### config.mk
export PLATFORM = sky130hd
export DESIGN_NAME = jtsg_hash
export DESIGN_NICKNAME = d
export VERILOG_FILES = /design/src/rtl/jtsg_pkg.sv /design/src/rtl/jtsg_hash.sv
export SDC_FILE = /design/constraint.sdc
export NUM_CORES = 2
export LEC_CHECK = 0
export BUFFER_PORTS_ARGS = -buffer_cell sky130_fd_sc_hd__buf_2
export CORE_AREA = 2 2 338 373
export CTS_CLUSTER_SIZE = 24
export DETAILED_ROUTE_END_ITERATION = 7
export DIE_AREA = 0 0 340 375
export PLACE_DENSITY = 0.83
export SETUP_SLACK_MARGIN = 0.15
export SLEW_MARGIN = 0
export SYNTH_ARGS = -nofsm -noshare
export SYNTH_HDL_FRONTEND = slang
export SYNTH_SLANG_ARGS = --single-unit
### constraint.sdc
create_clock -name aclk -period 11.8 [get_ports aclk]
set_input_delay 2.36 -clock aclk [delete_from_list [all_inputs] [get_ports aclk]]
set_output_delay 2.36 -clock aclk [all_outputs]
set_load 0.1 [all_outputs]
### src/rtl/jtsg_pkg.sv
`timescale 1ns / 1ps

package jtsg_pkg;

    // Sample count limits and fixed-point widths (Q1.24 on 25 bits)
    localparam int MAX_SAMPLES = 16;
    localparam int IDX_W       = 4;
    localparam int CNT_W       = 5;
    localparam int REM_W       = 4;
    localparam int Q_W         = 25;
    localparam int AMP_W       = 16;
    localparam int U_W         = 24;
    localparam int RECIP_W     = 29;
    localparam int RECIP_SHIFT = 28;

    localparam logic [Q_W-1:0]   ONE_Q24 = 25'h100_0000;
    localparam logic [AMP_W-1:0] AMP_MAX = 16'h8000;

    // splitmix64 finalizer multipliers
    localparam logic [63:0] MIX_C1 = 64'hbf58_476d_1ce4_e5b9;
    localparam logic [63:0] MIX_C2 = 64'h94d0_49bb_1331_11eb;

    // Configuration register indexes
    typedef enum logic [1:0] {
        CFG_HASH_SEED    = 2'd0,
        CFG_SAMPLE_COUNT = 2'd1,
        CFG_JITTER_AMP   = 2'd2
    } cfg_index_t;

    // Per-sample tag that travels down the pipeline with its valid bit
    typedef struct packed {
        logic [31:0]      particle;
        logic [IDX_W-1:0] idx;
        logic             last;
        logic [Q_W-1:0]   center;
    } sample_tag_t;

    // Sample count forced into 1..MAX_SAMPLES
    function automatic logic [CNT_W-1:0] sat_count(input logic [CNT_W-1:0] c);
        logic [CNT_W-1:0] r;
        r = c;
        if (c == '0) begin
            r = CNT_W'(1);
        end else if (c > CNT_W'(MAX_SAMPLES)) begin
            r = CNT_W'(MAX_SAMPLES);
        end
        return r;
    endfunction

    // Amplitude limited to one half
    function automatic logic [AMP_W-1:0] sat_amp(input logic [AMP_W-1:0] a);
        return (a > AMP_MAX) ? AMP_MAX : a;
    endfunction

    // floor(2^24 / t)
    function automatic logic [Q_W-1:0] weight_of(input logic [CNT_W-1:0] t);
        logic [Q_W-1:0] w;
        case (t)
            5'd1:    w = 25'd16777216;
            5'd2:    w = 25'd8388608;
            5'd3:    w = 25'd5592405;
            5'd4:    w = 25'd4194304;
            5'd5:    w = 25'd3355443;
            5'd6:    w = 25'd2796202;
            5'd7:    w = 25'd2396745;
            5'd8:    w = 25'd2097152;
            5'd9:    w = 25'd1864135;
            5'd10:   w = 25'd1677721;
            5'd11:   w = 25'd1525201;
            5'd12:   w = 25'd1398101;
            5'd13:   w = 25'd1290555;
            5'd14:   w = 25'd1198372;
            5'd15:   w = 25'd1118481;
            5'd16:   w = 25'd1048576;
            default: w = 25'd16777216;
        endcase
        return w;
    endfunction

    // 2^23 mod t
    function automatic logic [REM_W-1:0] rem_half_of(input logic [CNT_W-1:0] t);
        logic [REM_W-1:0] r;
        case (t)
            5'd3:    r = 4'd2;
            5'd5:    r = 4'd3;
            5'd6:    r = 4'd2;
            5'd7:    r = 4'd4;
            5'd9:    r = 4'd5;
            5'd10:   r = 4'd8;
            5'd11:   r = 4'd8;
            5'd12:   r = 4'd8;
            5'd13:   r = 4'd7;
            5'd14:   r = 4'd4;
            5'd15:   r = 4'd8;
            default: r = 4'd0;
        endcase
        return r;
    endfunction

    // 2^24 mod t
    function automatic logic [REM_W-1:0] rem_one_of(input logic [CNT_W-1:0] t);
        logic [REM_W-1:0] r;
        case (t)
            5'd3:    r = 4'd1;
            5'd5:    r = 4'd1;
            5'd6:    r = 4'd4;
            5'd7:    r = 4'd1;
            5'd9:    r = 4'd1;
            5'd10:   r = 4'd6;
            5'd11:   r = 4'd5;
            5'd12:   r = 4'd4;
            5'd13:   r = 4'd1;
            5'd14:   r = 4'd8;
            5'd15:   r = 4'd1;
            default: r = 4'd0;
        endcase
        return r;
    endfunction

    // ceil(2^28 / t): exact quotient for dividends below 2^24
    function automatic logic [RECIP_W-1:0] recip_of(input logic [CNT_W-1:0] t);
        logic [RECIP_W-1:0] m;
        case (t)
            5'd1:    m = 29'd268435456;
            5'd2:    m = 29'd134217728;
            5'd3:    m = 29'd89478486;
            5'd4:    m = 29'd67108864;
            5'd5:    m = 29'd53687092;
            5'd6:    m = 29'd44739243;
            5'd7:    m = 29'd38347923;
            5'd8:    m = 29'd33554432;
            5'd9:    m = 29'd29826162;
            5'd10:   m = 29'd26843546;
            5'd11:   m = 29'd24403224;
            5'd12:   m = 29'd22369622;
            5'd13:   m = 29'd20648882;
            5'd14:   m = 29'd19173962;
            5'd15:   m = 29'd17895698;
            5'd16:   m = 29'd16777216;
            default: m = 29'd268435456;
        endcase
        return m;
    endfunction

endpackage

### src/rtl/jtsg_hash.sv
`timescale 1ns / 1ps

module jtsg_hash import jtsg_pkg::*; (
    input  logic              aclk,
    input  logic              aresetn,
    input  logic              adv,
    input  logic [63:0]       seed,
    input  logic              in_valid,
    input  sample_tag_t       in_tag,
    output logic              out_valid,
    output sample_tag_t       out_tag,
    output logic [U_W-1:0]    out_u
);

    // stage 1: key, first xor-shift, partial products with C1
    logic               v1_reg;
    sample_tag_t        tag1_reg;
    logic [63:0]        pll1_reg;
    logic [31:0]        pxa1_reg, pxb1_reg;

    // stage 2: product sum, second xor-shift
    logic               v2_reg;
    sample_tag_t        tag2_reg;
    logic [63:0]        w2_reg;

    // stage 3: partial products with C2
    logic               v3_reg;
    sample_tag_t        tag3_reg;
    logic [63:0]        pll3_reg;
    logic [31:0]        pxa3_reg, pxb3_reg;

    // stage 4: product sum, final xor-shift, low 24 bits
    logic               v4_reg;
    sample_tag_t        tag4_reg;
    logic [U_W-1:0]     u4_reg;

    logic [63:0]        key, xs1, m1, w2_next, m2, h;
    logic [63:0]        pll1_next, pll3_next;
    logic [31:0]        pxa1_next, pxb1_next, pxa3_next, pxb3_next;

    assign key = seed ^ {in_tag.particle, 32'h0} ^ {{(64-IDX_W){1'b0}}, in_tag.idx};
    assign xs1 = key ^ (key >> 30);

    // low 64 bits of a 64x64 product from three 32x32 parts
    assign pll1_next = xs1[31:0] * MIX_C1[31:0];
    assign pxa1_next = xs1[63:32] * MIX_C1[31:0];
    assign pxb1_next = xs1[31:0] * MIX_C1[63:32];

    assign m1      = pll1_reg + {pxa1_reg + pxb1_reg, 32'h0};
    assign w2_next = m1 ^ (m1 >> 27);

    assign pll3_next = w2_reg[31:0] * MIX_C2[31:0];
    assign pxa3_next = w2_reg[63:32] * MIX_C2[31:0];
    assign pxb3_next = w2_reg[31:0] * MIX_C2[63:32];

    assign m2 = pll3_reg + {pxa3_reg + pxb3_reg, 32'h0};
    assign h  = m2 ^ (m2 >> 31);

    always_ff @(posedge aclk) begin
        if (!aresetn) begin
            v1_reg <= 1'b0;
            v2_reg <= 1'b0;
            v3_reg <= 1'b0;
            v4_reg <= 1'b0;
        end else if (adv) begin
            v1_reg <= in_valid;
            v2_reg <= v1_reg;
            v3_reg <= v2_reg;
            v4_reg <= v3_reg;
        end
    end

    always_ff @(posedge aclk) begin
        if (adv) begin
            tag1_reg <= in_tag;
            pll1_reg <= pll1_next;
            pxa1_reg <= pxa1_next;
            pxb1_reg <= pxb1_next;
            tag2_reg <= tag1_reg;
            w2_reg   <= w2_next;
            tag3_reg <= tag2_reg;
            pll3_reg <= pll3_next;
            pxa3_reg <= pxa3_next;
            pxb3_reg <= pxb3_next;
            tag4_reg <= tag3_reg;
            u4_reg   <= h[U_W-1:0];
        end
    end

    assign out_valid = v4_reg;
    assign out_tag   = tag4_reg;
    assign out_u     = u4_reg;

endmodule

==> insert_results.sql <==
INSERT INTO impl_metrics (metric_group, metric, value, unit) VALUES
('cells_and_area', 'mostFrequentLayoutCells', 'sky130_fd_sc_hd__inv_1 (2,135), sky130_fd_sc_hd__ha_1 (1,373), sky130_fd_sc_hd__fa_1 (1,301)', ''),
('timing', 'timing.clock.skew', '36.96', 'ps'),
('timing', 'fin_crit', '10390', 'ps'),
('hold_path', 'min_path_type', 'reg -> reg', ''),
('yosys', 'syn-mean-instance-area', '11.13', 'um2'),
('yosys', 'syn-cell-area', '0.07996', 'mm2'),
('cells_and_area', 'layout.cells.most_common', 'sky130_fd_sc_hd__inv_1', ''),
('clocking', 'clkSinkCount', '544', ''),
('placement', 'port_buffers', '216', ''),
('floorplan', 'die_area', '0.1275', 'mm2'),
('timing', 'post-route-period-util', '88.09', '%'),
('critical_path', 'critPathSlowestCell', 'sky130_fd_sc_hd__xnor2_2', ''),
('timing', 'hold_viol_final', '0', ''),
('clocking', 'clk-insertion-delay-late', '700', 'ps'),
('timing', 'fmaxAchievable', '96.20', 'MHz'),
('yosys', 'post_synth_xor_area_fraction', '5.998', '%'),
('clocking', 'max-clock-path-buffers', '3', ''),
('grt', 'grt_pass1_vias', '57270', ''),
('grt', 'global_route.overflow_total', '0', ''),
('floorplan', 'initial_core_util', '64.46', '%'),
('timing', 'unrepaired_setup_endpoints_after_global_routing', 'false', ''),
('placement', 'place_hpwl', '204700', 'um'),
('grt', 'wire_length_of_the_first_global_routing_pass', '351900', 'um'),
('floorplan', 'die-width', '340', 'um'),
('clocking', 'cts-buffers-inserted', '60', ''),
('yosys', 'synth-async-reset-ratio', '0', '%'),
('yosys', 'mappedNetlistNets', '9987', ''),
('yosys', 'synth_edf_count', '540', ''),
('clocking', 'cts_resized', '0', ''),
('routing', 'route.final.wire_length', '236200', 'um'),
('critical_path', 'criticalPathCategory', 'in -> reg', ''),
('yosys', 'synthMuxAreaShare', '0.08763', '%'),
('clocking', 'postCtsSetupRepairBufs', '0', ''),
('grt', 'pin_count_of_the_biggest_net_entering_global_routing', '170', ''),
('cells_and_area', 'area_delta_synth_final', '7.881', '%'),
('clocking', 'total_of_hold_buffers_inserted_after_clock_tree_synthesis', '0', ''),
('yosys', 'number_of_instances_in_the_synthesized_netlist', '7183', ''),
('routing', 'vias_per_inst', '5.697', ''),
('cells_and_area', 'fin_util', '69.54', '%'),
('yosys', 'post_synth_fa_ha_maj_area_fraction', '54.06', '%'),
('floorplan', 'num_rows', '136', ''),
('routing', 'detail_route.first_pass.iterations', '6', ''),
('timing', 'maxSlewViolCount', '0', ''),
('cells_and_area', 'final_nets', '10380', ''),
('critical_path', 'crit_path_end_kind', 'flip-flop', ''),
('timing', 'maxSlewHeadroom', '12.52', '%'),
('timing', 'worst_pin_slew', '1303', 'ps'),
('floorplan', 'design.portCount', '217', ''),
('clocking', 'cts.clk_slew.worst_paths', '60', 'ps'),
('floorplan', 'fp.dieH', '375', 'um'),
('grt', 'global_route.usage.total', '38.06', '%'),
('clocking', 'cts_max_level', '2', ''),
('critical_path', 'critPathMaxFanout', '7', ''),
('timing', 'setup_violations', '0', ''),
('flow_run', 'drv_cap', '0', ''),
('clocking', 'tritoncts_clock_tree', 'done', ''),
('yosys', 'synth_simple_gate_area_share', '3.220', '%'),
('yosys', 'synth_compound_gate_area_share', '6.162', '%'),
('critical_path', 'cp.arrival', '10820', 'ps'),
('critical_path', 'timing.critical_path.from_type', 'input pin', ''),
('routing', 'detail_route.wl_per_cell', '25.45', 'um'),
('grt', 'grt_antenna_before_repair', '2', ''),
('clocking', 'clock-root-buffer', 'sky130_fd_sc_hd__clkbuf_16', ''),
('timing', 'final.setup.tns', '0', 'ps'),
('yosys', 'synth.lib_cells_used.distinct', '87', ''),
('yosys', 'synthesis.yosys.warnings', '0', ''),
('routing', 'drc', '0', ''),
('yosys', 'combinational_family_with_the_most_area_after_synthesis', 'adder cells', ''),
('status', 'status', 'completed', ''),
('yosys', 'synth.yosys.seq_area_share', '20.38', '%'),
('cells_and_area', 'number_of_filler_instances_in_the_final_layout', '8935', ''),
('yosys', 'synthFlopType', 'sky130_fd_sc_hd__edfxtp_1', ''),
('critical_path', 'critPathRequiredTime', '12230', 'ps'),
('placement', 'gp_routability_congestion', '1.028', ''),
('routing', 'drt.antenna.violating_nets', '0', ''),
('critical_path', 'critical_path.most_common_cell', 'sky130_fd_sc_hd__fa_1', ''),
('routing', 'drt-initial-drc-count', '3824', ''),
('routing', 'vias_post_dr', '52870', ''),
('floorplan', 'design.core.area', '0.1240', 'mm2'),
('cells_and_area', 'drive_gt1_share', '6.507', '%'),
('critical_path', 'timing.critical_path.slowest_cell_delay', '720', 'ps'),
('yosys', 'postSynthRegisterBits', '544', '');
==> stage by stage <==
step                      std cells  setup WS, ps  instance area (um2)  hold slack (ps)
after floorplan                7183          1492                79960            400.3
after global placement         9166         877.0                84120            400.4
after detailed placement       9167         825.8                84140            404.5
after CTS                      9278          1520                86250            390.7
after global routing           9278          1107                86250            402.4
final                          9281          1405                86260            393.3
==> worst paths after layout <==
check / startpoint / to / slack (ps) / depth (start not counted)
worst max-delay path: in_tag[41] / pll1_reg[58]$_DFFE_PP_ / 1410 / 29
worst min-delay path: tag2_reg[6]$_DFFE_PP_ / tag3_reg[6]$_DFFE_PP_ / 390 / 0
worst max register to register: w2_reg[9]$_DFFE_PP_ / pll3_reg[53]$_DFFE_PP_ / 4030 / 26
worst min register to register: tag2_reg[6]$_DFFE_PP_ / tag3_reg[6]$_DFFE_PP_ / 390 / 0
==> synthesized netlist by cell type (4+ instances only) <==
cell type                   count  area, um2
sky130_fd_sc_hd__or4_1          7      52.55
sky130_fd_sc_hd__xor2_1       156       1366
sky130_fd_sc_hd__o211ai_1      16      120.1
sky130_fd_sc_hd__a211oi_2       4      50.05
sky130_fd_sc_hd__o41ai_1        6      52.55
sky130_fd_sc_hd__a21o_1       135       1013
sky130_fd_sc_hd__o21ai_1       15      75.07
sky130_fd_sc_hd__nand4_1       24      150.1
sky130_fd_sc_hd__o2111ai_1      7      61.31
sky130_fd_sc_hd__a31o_2         6      52.55
sky130_fd_sc_hd__and3_1        15      93.84
sky130_fd_sc_hd__nand2b_1      31      193.9
sky130_fd_sc_hd__dfxtp_1        4      80.08
sky130_fd_sc_hd__and2_1        10      62.56
sky130_fd_sc_hd__and4_1         6      52.55
sky130_fd_sc_hd__ha_1        1373      17180
sky130_fd_sc_hd__clkbuf_1       9      33.78
sky130_fd_sc_hd__a221oi_1       5      43.79
sky130_fd_sc_hd__mux2i_1        7      70.07
sky130_fd_sc_hd__o21a_1        49      367.9
sky130_fd_sc_hd__fa_1        1301      26040
sky130_fd_sc_hd__nand3_1       53      265.3
sky130_fd_sc_hd__nand2_1      104      390.4
sky130_fd_sc_hd__a31oi_1       18      112.6
sky130_fd_sc_hd__o21ai_0       98      490.5
sky130_fd_sc_hd__nor4_1         5      31.28
sky130_fd_sc_hd__o31ai_1        7      52.55
sky130_fd_sc_hd__xnor2_1      389       3407
sky130_fd_sc_hd__or2_2          5      31.28
sky130_fd_sc_hd__nor3_1        43      215.2
sky130_fd_sc_hd__nor2b_1       32      200.2
sky130_fd_sc_hd__edfxtp_1     540      16220
sky130_fd_sc_hd__inv_1       2135       8014
sky130_fd_sc_hd__a21oi_1      230       1151
sky130_fd_sc_hd__or3_1         13      81.33
sky130_fd_sc_hd__o31a_1         9      78.83
sky130_fd_sc_hd__nor2_1       165      619.3
sky130_fd_sc_hd__a211o_1        4      35.03
sky130_fd_sc_hd__a21oi_2        5      43.79
sky130_fd_sc_hd__a41oi_1        6      52.55
sky130_fd_sc_hd__a211oi_1      19      142.6
sky130_fd_sc_hd__o21bai_1      45      337.8
==> critical path, delay by kind of cell <==
| kind | cells | cell delay [ps] |
|---|---|---|
| XOR/XNOR | 3 | 1130 |
| buffers and inverters | 7 | 870 |
| AO/OA/AOI/OAI | 9 | 2100 |
| AND/OR/NAND/NOR | 1 | 290 |
| adder cells (fa/ha/maj) | 9 | 4050 |
==> cells by family after synthesis <==
group                      count (synthesis)
buffers and inverters                   2148
AOI/OAI and AO/OA                        736
xor gates and xnor gates                 546
muxes                                      7
adders and majority gates               2674
DFF                                      544
and+or+nand+nor                          528
==> layer usage <==
metal / vias up / global-route usage [%] / part of all wire, %
met2: 2113 / 63.52 / 48
li1: 23470 / - / -
met4: 2 / 27.79 / 9.1
met5: - / 0 / 0.0055
met3: 731 / 5.525 / 6.3
met1: 26550 / 45.07 / 37
==> layout make-up <==
type	instances	area, um2	area share, %
multi-input cells	4491	55690	64.56
clock inverters	49	599.3	0.6948
well taps	1656	2072	2.402
flip-flops and latches	544	16300	18.89
diodes	3	7.507	0.008703
inverters	2135	8014	9.291
clock buffers	62	1509	1.749
repair buffers	341	2074	2.405
Power is not shown: default switching activity piles up to over one toggle a cycle in this logic, so the estimate is an artifact.
