File: src/rtl/jtsg_pkg.sv
`timescale 1ns / 1ps

package jtsg_pkg;

    // Sample count limits and fixed-point widths (Q1.24 on 25 bits)
    localparam int MAX_SAMPLES = 16;
    localparam int IDX_W       = 4;
    localparam int CNT_W       = 5;
    localparam int REM_W       = 4;
    localparam int Q_W         = 25;
    localparam int AMP_W       = 16;
    localparam int U_W         = 24;
    localparam int RECIP_W     = 29;
    localparam int RECIP_SHIFT = 28;

    localparam logic [Q_W-1:0]   ONE_Q24 = 25'h100_0000;
    localparam logic [AMP_W-1:0] AMP_MAX = 16'h8000;

    // splitmix64 finalizer multipliers
    localparam logic [63:0] MIX_C1 = 64'hbf58_476d_1ce4_e5b9;
    localparam logic [63:0] MIX_C2 = 64'h94d0_49bb_1331_11eb;

    // Configuration register indexes
    typedef enum logic [1:0] {
        CFG_HASH_SEED    = 2'd0,
        CFG_SAMPLE_COUNT = 2'd1,
        CFG_JITTER_AMP   = 2'd2
    } cfg_index_t;

    // Per-sample tag that travels down the pipeline with its valid bit
    typedef struct packed {
        logic [31:0]      particle;
        logic [IDX_W-1:0] idx;
        logic             last;
        logic [Q_W-1:0]   center;
    } sample_tag_t;

    // Sample count forced into 1..MAX_SAMPLES
    function automatic logic [CNT_W-1:0] sat_count(input logic [CNT_W-1:0] c);
        logic [CNT_W-1:0] r;
        r = c;
        if (c == '0) begin
            r = CNT_W'(1);
        end else if (c > CNT_W'(MAX_SAMPLES)) begin
            r = CNT_W'(MAX_SAMPLES);
        end
        return r;
    endfunction

    // Amplitude limited to one half
    function automatic logic [AMP_W-1:0] sat_amp(input logic [AMP_W-1:0] a);
        return (a > AMP_MAX) ? AMP_MAX : a;
    endfunction

    // floor(2^24 / t)
    function automatic logic [Q_W-1:0] weight_of(input logic [CNT_W-1:0] t);
        logic [Q_W-1:0] w;
        case (t)
            5'd1:    w = 25'd16777216;
            5'd2:    w = 25'd8388608;
            5'd3:    w = 25'd5592405;
            5'd4:    w = 25'd4194304;
            5'd5:    w = 25'd3355443;
            5'd6:    w = 25'd2796202;
            5'd7:    w = 25'd2396745;
            5'd8:    w = 25'd2097152;
            5'd9:    w = 25'd1864135;
            5'd10:   w = 25'd1677721;
            5'd11:   w = 25'd1525201;
            5'd12:   w = 25'd1398101;
            5'd13:   w = 25'd1290555;
            5'd14:   w = 25'd1198372;
            5'd15:   w = 25'd1118481;
            5'd16:   w = 25'd1048576;
            default: w = 25'd16777216;
        endcase
        return w;
    endfunction

    // 2^23 mod t
    function automatic logic [REM_W-1:0] rem_half_of(input logic [CNT_W-1:0] t);
        logic [REM_W-1:0] r;
        case (t)
            5'd3:    r = 4'd2;
            5'd5:    r = 4'd3;
            5'd6:    r = 4'd2;
            5'd7:    r = 4'd4;
            5'd9:    r = 4'd5;
            5'd10:   r = 4'd8;
            5'd11:   r = 4'd8;
            5'd12:   r = 4'd8;
            5'd13:   r = 4'd7;
            5'd14:   r = 4'd4;
            5'd15:   r = 4'd8;
            default: r = 4'd0;
        endcase
        return r;
    endfunction

    // 2^24 mod t
    function automatic logic [REM_W-1:0] rem_one_of(input logic [CNT_W-1:0] t);
        logic [REM_W-1:0] r;
        case (t)
            5'd3:    r = 4'd1;
            5'd5:    r = 4'd1;
            5'd6:    r = 4'd4;
            5'd7:    r = 4'd1;
            5'd9:    r = 4'd1;
            5'd10:   r = 4'd6;
            5'd11:   r = 4'd5;
            5'd12:   r = 4'd4;
            5'd13:   r = 4'd1;
            5'd14:   r = 4'd8;
            5'd15:   r = 4'd1;
            default: r = 4'd0;
        endcase
        return r;
    endfunction

    // ceil(2^28 / t): exact quotient for dividends below 2^24
    function automatic logic [RECIP_W-1:0] recip_of(input logic [CNT_W-1:0] t);
        logic [RECIP_W-1:0] m;
        case (t)
            5'd1:    m = 29'd268435456;
            5'd2:    m = 29'd134217728;
            5'd3:    m = 29'd89478486;
            5'd4:    m = 29'd67108864;
            5'd5:    m = 29'd53687092;
            5'd6:    m = 29'd44739243;
            5'd7:    m = 29'd38347923;
            5'd8:    m = 29'd33554432;
            5'd9:    m = 29'd29826162;
            5'd10:   m = 29'd26843546;
            5'd11:   m = 29'd24403224;
            5'd12:   m = 29'd22369622;
            5'd13:   m = 29'd20648882;
            5'd14:   m = 29'd19173962;
            5'd15:   m = 29'd17895698;
            5'd16:   m = 29'd16777216;
            default: m = 29'd268435456;
        endcase
        return m;
    endfunction

endpackage

File: src/rtl/jtsg_expander.sv
`timescale 1ns / 1ps

module jtsg_expander import jtsg_pkg::*; (
    input  logic              aclk,
    input  logic              aresetn,
    input  logic              adv,
    input  logic [CNT_W-1:0]  t_eff,
    input  logic              s_valid,
    output logic              s_ready,
    input  logic [31:0]       s_particle_index,
    output logic              out_valid,
    output sample_tag_t       out_tag
);

    logic                busy_reg, busy_next;
    logic [31:0]         part_reg, part_next;
    logic [IDX_W-1:0]    idx_reg, idx_next;
    logic [Q_W-1:0]      cq_reg, cq_next;
    logic [REM_W-1:0]    cr_reg, cr_next;

    logic                is_last;
    logic                accept;
    logic [Q_W-1:0]      weight;
    logic [CNT_W-1:0]    r_sum;
    logic                carry;

    assign weight  = weight_of(t_eff);
    assign is_last = (({1'b0, idx_reg} + CNT_W'(1)) == t_eff);
    assign s_ready = !busy_reg || (adv && is_last);
    assign accept  = s_valid && s_ready;

    // center(s+1) = center(s) + 2^24/t, quotient and remainder kept apart
    assign r_sum = {1'b0, cr_reg} + {1'b0, rem_one_of(t_eff)};
    assign carry = (r_sum >= t_eff);

    always_comb begin
        busy_next = busy_reg;
        part_next = part_reg;
        idx_next  = idx_reg;
        cq_next   = cq_reg;
        cr_next   = cr_reg;
        if (accept) begin
            busy_next = 1'b1;
            part_next = s_particle_index;
            idx_next  = '0;
            cq_next   = {1'b0, weight[Q_W-1:1]};
            cr_next   = rem_half_of(t_eff);
        end else if (busy_reg && adv) begin
            if (is_last) begin
                busy_next = 1'b0;
            end else begin
                idx_next = idx_reg + IDX_W'(1);
                cq_next  = cq_reg + weight + Q_W'(carry);
                cr_next  = carry ? REM_W'(r_sum - t_eff) : r_sum[REM_W-1:0];
            end
        end
    end

    always_ff @(posedge aclk) begin
        if (!aresetn) begin
            busy_reg <= 1'b0;
        end else begin
            busy_reg <= busy_next;
        end
    end

    always_ff @(posedge aclk) begin
        part_reg <= part_next;
        idx_reg  <= idx_next;
        cq_reg   <= cq_next;
        cr_reg   <= cr_next;
    end

    assign out_valid       = busy_reg;
    assign out_tag.particle = part_reg;
    assign out_tag.idx      = idx_reg;
    assign out_tag.last     = is_last;
    assign out_tag.center   = cq_reg;

    // no new word taken while samples of the current particle remain
    a_no_accept_mid: assert property (@(posedge aclk) disable iff (!aresetn)
        busy_reg && !is_last |-> !s_ready)
        else $error("expander accepted a word mid-particle");

    a_start_at_zero: assert property (@(posedge aclk) disable iff (!aresetn)
        s_valid && s_ready |=> busy_reg && (idx_reg == '0))
        else $error("expansion did not start at sample zero");

    a_stall_holds: assert property (@(posedge aclk) disable iff (!aresetn)
        busy_reg && !adv |=> busy_reg && $stable(idx_reg) && $stable(cq_reg))
        else $error("expander moved during a stall");

endmodule

File: config.mk
export PLATFORM = sky130hd
export DESIGN_NAME = jtsg_expander
export DESIGN_NICKNAME = d
export VERILOG_FILES = /design/src/rtl/jtsg_pkg.sv /design/src/rtl/jtsg_expander.sv
export SDC_FILE = /design/constraint.sdc
export NUM_CORES = 1
export LEC_CHECK = 0
export BUFFER_PORTS_ARGS = -buffer_cell sky130_fd_sc_hd__buf_2
export CAP_MARGIN = 10
export CORE_MARGIN = 2
export CORE_UTILIZATION = 55
export CTS_CLUSTER_SIZE = 14
export DETAILED_ROUTE_END_ITERATION = 8
export PLACE_DENSITY = 0.81
export SLEW_MARGIN = 20
export SYNTH_ARGS = -nofsm -noshare
export SYNTH_HDL_FRONTEND = slang
export SYNTH_SLANG_ARGS = --single-unit
File: constraint.sdc
create_clock -name aclk -period 7.3 [get_ports aclk]
set_input_delay 1.46 -clock aclk [delete_from_list [all_inputs] [get_ports aclk]]
set_output_delay 1.46 -clock aclk [all_outputs]
set_load 0.03 [all_outputs]
==> impl_metrics.csv, run 1 <==
group,metric,value,unit
detailed_routing,dr.pass1.iters,5,
yosys,syn_inst,451,
finish,post-route-util,0.680,
sta,worst_pin_slew,1.04,ns
yosys,synth_nets,535,
detailed_routing,met1_length,4.79,mm
sta,post-route-period-util,0.890,
floorplan,core_area,7810,µm²
sta,finalHoldViolCount,0,
detailed_routing,drcViolationCount,0,
detailed_routing,wl_per_cell,16.7,µm
setup_path,worstPathRequired,7.37,ns
power_and_ir_drop,cellPowerDensity,270,nW/µm²
placed_design,gp_congestion,0.934,
yosys,synth_top_area_share,0.401,
finish,drive_gt1_frac,0.250,
yosys,syn-cell-area,4490,µm²
cts,cts_tree,"yes",
setup_path,crit_path_max_fanout,8,
grt,grt_pass1_wl,17.5,mm
cts,cts.sinks,66,
yosys,syn_area_per_cell,9.95,µm²
floorplan,initial_core_util,0.575,
setup_path,critPathCaptureType,"register",
floorplan,die_w,94.3,µm
placed_design,place_hpwl,8.24,mm
grt,antenna_found_initial,0,
sta,fin_tns_setup,0,ns
detailed_routing,first_iter_violations,394,
setup_path,cp_slowest_cell,"fa_1",
floorplan,fp.dieH,94.3,µm
yosys,async_flop_share,0,
grt,grt_pass1_vias,3649,
sta,drv_slew,0,
cts,holdBufCountCts,0,
placed_design,place_inst,642,
detailed_routing,maxUsedRoutingLayer,"met4",
yosys,synth.area.top_cells,"edfxtp_1, ha_1, a21oi_1",
power_and_ir_drop,ir_worst_vdd,0.000148,V
detailed_routing,met3_length,859,µm
yosys,yosysUniqueCellTypes,55,
floorplan,dieArea,8900,µm²
finish,diodes,0,
grt,gr-total-overflow,0,
cts,post_cts_resized,0,
cts,postCtsSetupBuffers,0,
yosys,synth_flop_cell,"edfxtp_1",
run_status,status,"finished clean",
power_and_ir_drop,p_leak,2.36,nW
sta,slew_headroom,0.305,
cts,cts_buffer_depth,2,
sta,grt_setup_unrepaired,"false",
floorplan,num_io_pins,105,
detailed_routing,drtAntennaViolNets,0,
finish,largest_register_ffs,32,
worst_hold_path,hp-class,"reg -> reg",
detailed_routing,num_vias,3816,
cts,clkTransAtPathRegs,0.08,ns
floorplan,rows,32,
sta,finalSetupViolCount,0,
yosys,ys_ff_latch,66,
job,max-cap-violations,0,
setup_path,crit_chain,"buf_2, ha_1, nor2b_1, a211oi_1, a211oi_1, ha_1, fa_1, xor2_1, ha_1, a21boi_0, o21ai_0, nand2b_1, a21oi_1, fa_1, inv_1, fa_1, a211oi_1, nor2_1, o31ai_2, a21oi_2, a32o_1, a311oi_2, xor2_1, o21ai_1",
cts,cts.htree.levels,3,
yosys,yosysWarnings,0,
detailed_routing,route.met2.wl,5.10,mm
finish,nNetsFinal,635,
yosys,synth_edf_count,60,
finish,nFillCells,647,
finish,stdcell_count,658,
detailed_routing,routed_wl,11.0,mm
cts,worstSkewPairLatency,0.36,ns
yosys,synth_area_leader_cell,"edfxtp_1",
setup_path,cpPeakStageDelay,0.41,ns
sta,skew,0.0154,ns
placed_design,portBuffers,104,
detailed_routing,avgViaCountPerCell,5.80,
cts,cts_buffers,9,
grt,grt_max_degree,59,
sta,max_freq,154,MHz
setup_path,start_kind,"input pin",
setup_path,critical_path_arrival,6.57,ns
sta,min_period,6.50,ns
grt,grt_util_all_layers,0.253,
cts,cts_root_buf,"clkbuf_8",
finish,area_growth,18.2,%
setup_path,crit_type,"in -> reg",
yosys,seq_area_frac_synth,0.428,
-- worst max-delay path: cells and delay by family --
family	cells	cell delay (ns)
buffers and inverters	2	0.22
adders and majority gates	6	1.83
xor gates and xnor gates	2	0.39
and+or+nand+nor	3	0.35
AOI/OAI and AO/OA	11	2.30
-- final cells by class --
cell class / instances / area, µm² / area share
Clock buffer: 9 / 124 / 0.0233
Clock inverter: 7 / 100 / 0.0189
Inverter: 15 / 56.3 / 0.0106
Multi-Input combinational cell: 351 / 2430 / 0.457
Sequential cell: 66 / 1920 / 0.362
Tap cell: 102 / 128 / 0.0241
Timing Repair Buffer: 108 / 551 / 0.104
-- synthesized netlist by cell type (2+ instances only) --
master,count
nand3_1,9
o31ai_1,4
nor3_1,11
nor4_1,2
and3_1,4
buf_4,2
a21oi_1,39
nor2b_1,3
a21o_1,13
buf_2,8
fa_1,4
o211a_1,2
o31ai_2,2
a21boi_0,2
or2_2,2
ha_1,39
edfxtp_1,60
o21ai_0,30
nand2_1,44
xor2_1,18
and2_1,3
a311oi_2,2
inv_1,14
o21a_1,2
a31oi_1,5
dfxtp_1,6
o2111ai_1,2
nand2b_1,6
clkbuf_1,9
o21bai_1,3
a311oi_1,5
o21ai_1,4
a22oi_1,2
xnor2_1,14
mux2i_1,6
nor2_1,44
a211oi_1,8
-- path summary, 6_finish.rpt --
kind              start          to  slack, ns  cells after the start
max reg2reg   cr_reg[0]  cq_reg[18]       2.61                     19
min reg2reg  cq_reg[24]  cq_reg[24]       0.56                      2
min          cq_reg[24]  cq_reg[24]       0.56                      2
max            t_eff[0]  cq_reg[18]       0.80                     24
-- metrics by stage --
| stage | power, mW | worst slack, ns | instance area, µm² | hold slack (ns) |
|---|---|---|---|---|
| finish | 1.43 | 0.805 | 5310 | 0.562 |
| global route | 1.52 | 0.308 | 5310 | 0.569 |
| CTS | 1.43 | 0.792 | 5310 | 0.563 |
| detailed placement | 1.08 | 0.430 | 5080 | 0.500 |
| global placement | 1.07 | 0.599 | 5080 | 0.497 |
| floorplan | 0.947 | 0.752 | 4490 | 0.661 |
-- power breakdown --
group	internal [mW]	leakage [nW]	switching (mW)	total [mW]
combinational	0.208	1.61	0.350	0.558
sequential	0.490	0.637	0.0328	0.523
clock	0.195	0.114	0.156	0.351
total	0.893	2.36	0.539	1.43
-- layout by cell type (no fill, tap or decap), types with 5 or more instances in the layout --
cell type / synthesis / final
o21ai_0: 30 / 30
inv_1: 14 / 14
a31oi_1: 5 / 5
xor2_1: 18 / 18
nand2_1: 44 / 44
nand2b_1: 6 / 6
a211oi_1: 8 / 8
a21o_1: 13 / 13
clkbuf_8: 0 / 9
xnor2_1: 14 / 14
nor3_1: 11 / 11
edfxtp_1: 60 / 60
nor2_1: 44 / 44
mux2i_1: 6 / 6
dfxtp_1: 6 / 6
a21oi_1: 39 / 39
ha_1: 39 / 39
buf_2: 8 / 104
a311oi_1: 5 / 5
nand3_1: 9 / 9
-- logic make-up after synthesis --
logic type / share of synthesized area
fa+ha+maj: 0.129
buf+inv: 0.0323
mux: 0.0159
xor+xnor: 0.0624
simple gates: 0.130
compound gates: 0.202
flops: 0.428
-- per-layer routing --
metal | vias to the layer above | track usage
met2 | 161 | 0.415
li1 | 1867 | -
met5 | - | 0
met1 | 1764 | 0.334
met3 | 24 | 0.0383
met4 | 0 | 0.110
(Power assumes the default switching activity.)
==> inputs of run 2 (changes only) <==
- CORE_UTILIZATION: 55 -> 45
- PLACE_DENSITY: 0.81 -> 0.69
==> impl_metrics.csv, run 2 (same netlist as run 1, synthesis figures left out) <==
group,metric,value,unit
run_status,status,"finished clean",
detailed_routing,num_vias,3777,
sta,slew_headroom,0.409,
setup_path,cp.buffers_inverters,2,
grt,antenna_found_initial,0,
sta,grt_setup_unrepaired,"false",
detailed_routing,drtAntennaViolNets,0,
setup_path,worstPathRequired,7.39,ns
power_and_ir_drop,cellPowerDensity,265,nW/µm²
finish,final_cell_mix,"buf_2, edfxtp_1, nand2_1, nor2_1",
setup_path,crit_cells,24,
cts,holdBufCountCts,0,
placed_design,place_inst,675,
sta,fin_tns_setup,0,ns
sta,max_freq,153,MHz
setup_path,crit_chain,"buf_2, ha_1, nor2b_1, a211oi_1, a211oi_1, ha_1, fa_1, xor2_1, ha_1, a21boi_0, o21ai_0, nand2b_1, a21oi_1, fa_1, inv_1, fa_1, a211oi_1, nor2_1, o31ai_2, a21oi_2, a32o_1, a311oi_2, xor2_1, o21ai_1",
detailed_routing,wl_per_cell,16.1,µm
floorplan,dieArea,10800,µm²
floorplan,num_io_pins,105,
detailed_routing,drcViolationCount,0,
finish,drive_gt1_frac,0.251,
setup_path,start_kind,"input pin",
grt,grt_pass1_wl,18.0,mm
grt,grt_util_all_layers,0.207,
cts,clkTransAtPathRegs,0.08,ns
setup_path,rr_worst_depth,19,
finish,largest_register_ffs,32,
finish,nNetsFinal,637,
cts,cts.sinks,66,
sta,drv_slew,0,
setup_path,crit_family,"compound AO/OA/AOI/OAI gates",
power_and_ir_drop,p_leak,2.36,nW
cts,cts.htree.levels,3,
worst_hold_path,hold_path_depth,2,
finish,diodes,0,
cts,cts_buffer_depth,2,
cts,cts_tree,"yes",
setup_path,cp_slowest_cell,"fa_1",
cts,post_cts_resized,0,
sta,finalSetupViolCount,0,
sta,whs,0.518,ns
sta,worst_pin_slew,0.882,ns
finish,seq_area,1920,µm²
grt,grt_max_degree,42,
floorplan,die_w,104,µm
setup_path,crit_type,"in -> reg",
cts,cts_root_buf,"clkbuf_8",
grt,gr-total-overflow,0,
sta,min_period,6.54,ns
setup_path,critical_path_arrival,6.62,ns
detailed_routing,dr.pass1.iters,4,
cts,postCtsSetupBuffers,0,
placed_design,place_area,5140,µm²
job,max-cap-violations,0,
grt,grt_pass1_vias,3634,
finish,final_area,5350,µm²
finish,multi_input_comb_area,2430,µm²
setup_path,critPathCaptureType,"register",
worst_hold_path,hp-class,"reg -> reg",
detailed_routing,routed_wl,11.1,mm
cts,cts_buffers,9,
power_and_ir_drop,power,1.42,mW
power_and_ir_drop,ir_worst_vdd,0.000135,V
sta,skew,0.0132,ns
floorplan,initial_core_util,0.461,
sta,finalHoldViolCount,0,
sta,post-route-period-util,0.896,
detailed_routing,avgViaCountPerCell,5.47,
finish,nFillCells,912,
setup_path,cpPeakStageDelay,0.42,ns
detailed_routing,first_iter_violations,283,
finish,stdcell_count,691,
floorplan,core_area,9730,µm²
placed_design,place_hpwl,8.36,mm
placed_design,gp_congestion,0.912,
floorplan,fp.dieH,104,µm
floorplan,rows,36,
finish,layout_commonest_cell,"buf_2",
placed_design,portBuffers,104,
setup_path,crit_path_max_fanout,8,
finish,area_growth,19.3,%
cts,worstSkewPairLatency,0.35,ns
## run 2: area by class of cell
cell class	instances	share of cell area
clock inverters	7	0.0173
well taps	133	0.0311
inverters	15	0.0105
multi-input cells	351	0.453
flip-flops and latches	66	0.359
repair buffers	110	0.106
clock buffers	9	0.0231
## run 2: worst paths after layout
path	start	endpoint	slack, ns
hold / removal	cq_reg[24]	cq_reg[24]	0.52
setup / recovery	t_eff[0]	cq_reg[18]	0.76
setup reg to reg	cr_reg[0]	cq_reg[18]	2.54
hold reg to reg	cq_reg[24]	cq_reg[24]	0.52
## run 2: tightest hold or removal path, delay by kind of cell, from the launching register on
family | cells | cell delay, ns
xor gates and xnor gates | 1 | 0.07
DFF | 1 | 0.34
and+or+nand+nor | 1 | 0.07
## run 2: report_power, final
part	total [mW]	internal [mW]	switching, mW
registers	0.523	0.490	0.0327
logic	0.558	0.208	0.350
clock network	0.338	0.191	0.146
## run 2: layer usage
metal  track usage  part of all wire  vias to the layer above  routed length, µm
met3        0.0457             0.068                       19                753
met2         0.323              0.43                      147               4830
met1         0.282              0.47                     1736               5270
met5             0                 0                        -                  0
li1              -                 -                     1875                  -
met4        0.0811             0.024                        0                265
## run 2: per-stage QoR
stage,setup slack (ns),util
final,0.762,0.550
after global routing,0.330,0.550
after global placement,0.557,0.528
after CTS,0.768,0.550
after floorplan,0.752,-
after detailed placement,0.395,0.528
==> inputs of run 3 (changes only) <==
- CORE_ASPECT_RATIO: default -> 1.4
- CORE_UTILIZATION: 45 -> 55
- PLACE_DENSITY: 0.69 -> 0.92
==> impl_metrics.csv, run 3 (same netlist as run 1, synthesis figures left out) <==
group,metric,value,unit
setup_path,worstPathRequired,7.38,ns
detailed_routing,met1_length,4.41,mm
cts,cts_buffers,9,
grt,grt_pass1_vias,3829,
setup_path,start_kind,"input pin",
detailed_routing,maxUsedRoutingLayer,"met4",
detailed_routing,drcViolationCount,0,
sta,finalSetupViolCount,0,
setup_path,critPathCaptureType,"register",
detailed_routing,num_vias,3904,
grt,gr-total-overflow,0,
finish,nNetsFinal,638,
power_and_ir_drop,p_leak,2.43,nW
grt,grt_max_degree,53,
grt,grt_pass1_wl,18.3,mm
cts,postCtsSetupBuffers,0,
grt,grt_util_all_layers,0.267,
cts,holdBufCountCts,0,
finish,area_growth,21.6,%
setup_path,timing.rr.start,"cr_reg[0]",
power_and_ir_drop,cellPowerDensity,292,nW/µm²
job,max-cap-violations,0,
sta,min_period,6.53,ns
cts,cts_buffer_depth,2,
sta,whs,0.524,ns
sta,post-route-period-util,0.894,
cts,cts.sinks,66,
detailed_routing,drtAntennaViolNets,0,
finish,final_cell_mix,"buf_2, edfxtp_1, nand2_1, nor2_1",
placed_design,gp_congestion,0.949,
sta,worst_pin_slew,0.983,ns
floorplan,core_area,8050,µm²
sta,max_freq,153,MHz
worst_hold_path,hold_path_depth,2,
floorplan,die_w,80.3,µm
detailed_routing,dr.pass1.iters,6,
sta,drv_slew,0,
finish,layout_commonest_cell,"buf_2",
cts,cts.htree.levels,3,
placed_design,place_inst,645,
sta,fin_tns_setup,0,ns
setup_path,critical_path_arrival,6.61,ns
floorplan,num_io_pins,105,
cts,post_cts_resized,0,
cts,cts_root_buf,"clkbuf_16",
finish,stdcell_count,661,
sta,skew,0.00819,ns
setup_path,crit_type,"in -> reg",
grt,antenna_found_initial,0,
run_status,status,"finished clean",
cts,cts_tree,"yes",
finish,drive_gt1_frac,0.254,
power_and_ir_drop,ir_worst_vdd,0.000159,V
floorplan,initial_core_util,0.557,
finish,diodes,0,
sta,grt_setup_unrepaired,"false",
setup_path,crit_path_max_fanout,8,
worst_hold_path,hp-start,"cq_reg[24]",
placed_design,place_area,5100,µm²
detailed_routing,route.met2.wl,5.74,mm
detailed_routing,routed_wl,11.5,mm
finish,final_area,5460,µm²
detailed_routing,wl_per_cell,17.4,µm
finish,largest_register_ffs,32,
sta,slew_headroom,0.341,
finish,post-route-util,0.678,
placed_design,place_hpwl,8.58,mm
sta,finalHoldViolCount,0,
detailed_routing,first_iter_violations,249,
placed_design,pre_cts_slack,0.443,ns
floorplan,dieArea,8910,µm²
setup_path,rr_worst_depth,19,
detailed_routing,avgViaCountPerCell,5.91,
cts,worstSkewPairLatency,0.34,ns
setup_path,critPathLaunch,"t_eff[0]",
sta,worst_slack,0.774,ns
power_and_ir_drop,power,1.59,mW
worst_hold_path,hp-class,"reg -> reg",
placed_design,portBuffers,104,
floorplan,fp.dieH,111,µm
detailed_routing,met3_length,896,µm
cts,clkTransAtPathRegs,0.06,ns
floorplan,rows,39,
-- run 3: changes by cell type in the layout (fill, tap and decap cells not counted) --
cell        delta
clkbuf_16      +9
clkbuf_8       -9
clkinv_4       +2
clkinvlp_4     -2
buf_4          +1
bufinv_16      +1
clkinv_1       -1
clkinv_2       -1
inv_6          +1
-- run 3: worst paths after layout --
| path | slack, ns | to |
|---|---|---|
| worst min-delay path | 0.52 | cq_reg[24] |
| worst max register to register | 2.60 | cq_reg[18] |
| worst max-delay path | 0.77 | cq_reg[18] |
| worst min register to register | 0.52 | cq_reg[24] |
-- run 3: worst max-delay path, stage by stage --
cell	delay [ns]
buf_2	0.16
ha_1	0.27
nor2b_1	0.16
a211oi_1	0.37
a211oi_1	0.11
ha_1	0.24
fa_1	0.40
xor2_1	0.22
ha_1	0.29
a21boi_0	0.13
o21ai_0	0.15
nand2b_1	0.07
a21oi_1	0.22
fa_1	0.23
inv_1	0.05
fa_1	0.42
a211oi_1	0.26
nor2_1	0.11
o31ai_2	0.35
a21oi_2	0.14
a32o_1	0.27
a311oi_2	0.29
xor2_1	0.16
o21ai_1	0.07
-- run 3: layer usage --
layer,global-route usage,vias up
met5,0,-
met4,0.137,0
met3,0.0537,42
met2,0.461,203
met1,0.304,1783
li1,-,1876
-- run 3: area by class of cell --
| class | count | area, µm² |
|---|---|---|
| well taps | 102 | 128 |
| inverters | 15 | 56.3 |
| flip-flops and latches | 66 | 1920 |
| clock buffers | 9 | 225 |
| repair buffers | 111 | 573 |
| clock inverters | 7 | 125 |
| multi-input cells | 351 | 2430 |
| fillers | 604 | 2600 |
-- run 3: power breakdown --
part | total, mW | internal [mW] | switching, mW
clock | 0.506 | 0.337 | 0.169
combinational | 0.562 | 0.210 | 0.352
sequential | 0.525 | 0.491 | 0.0342
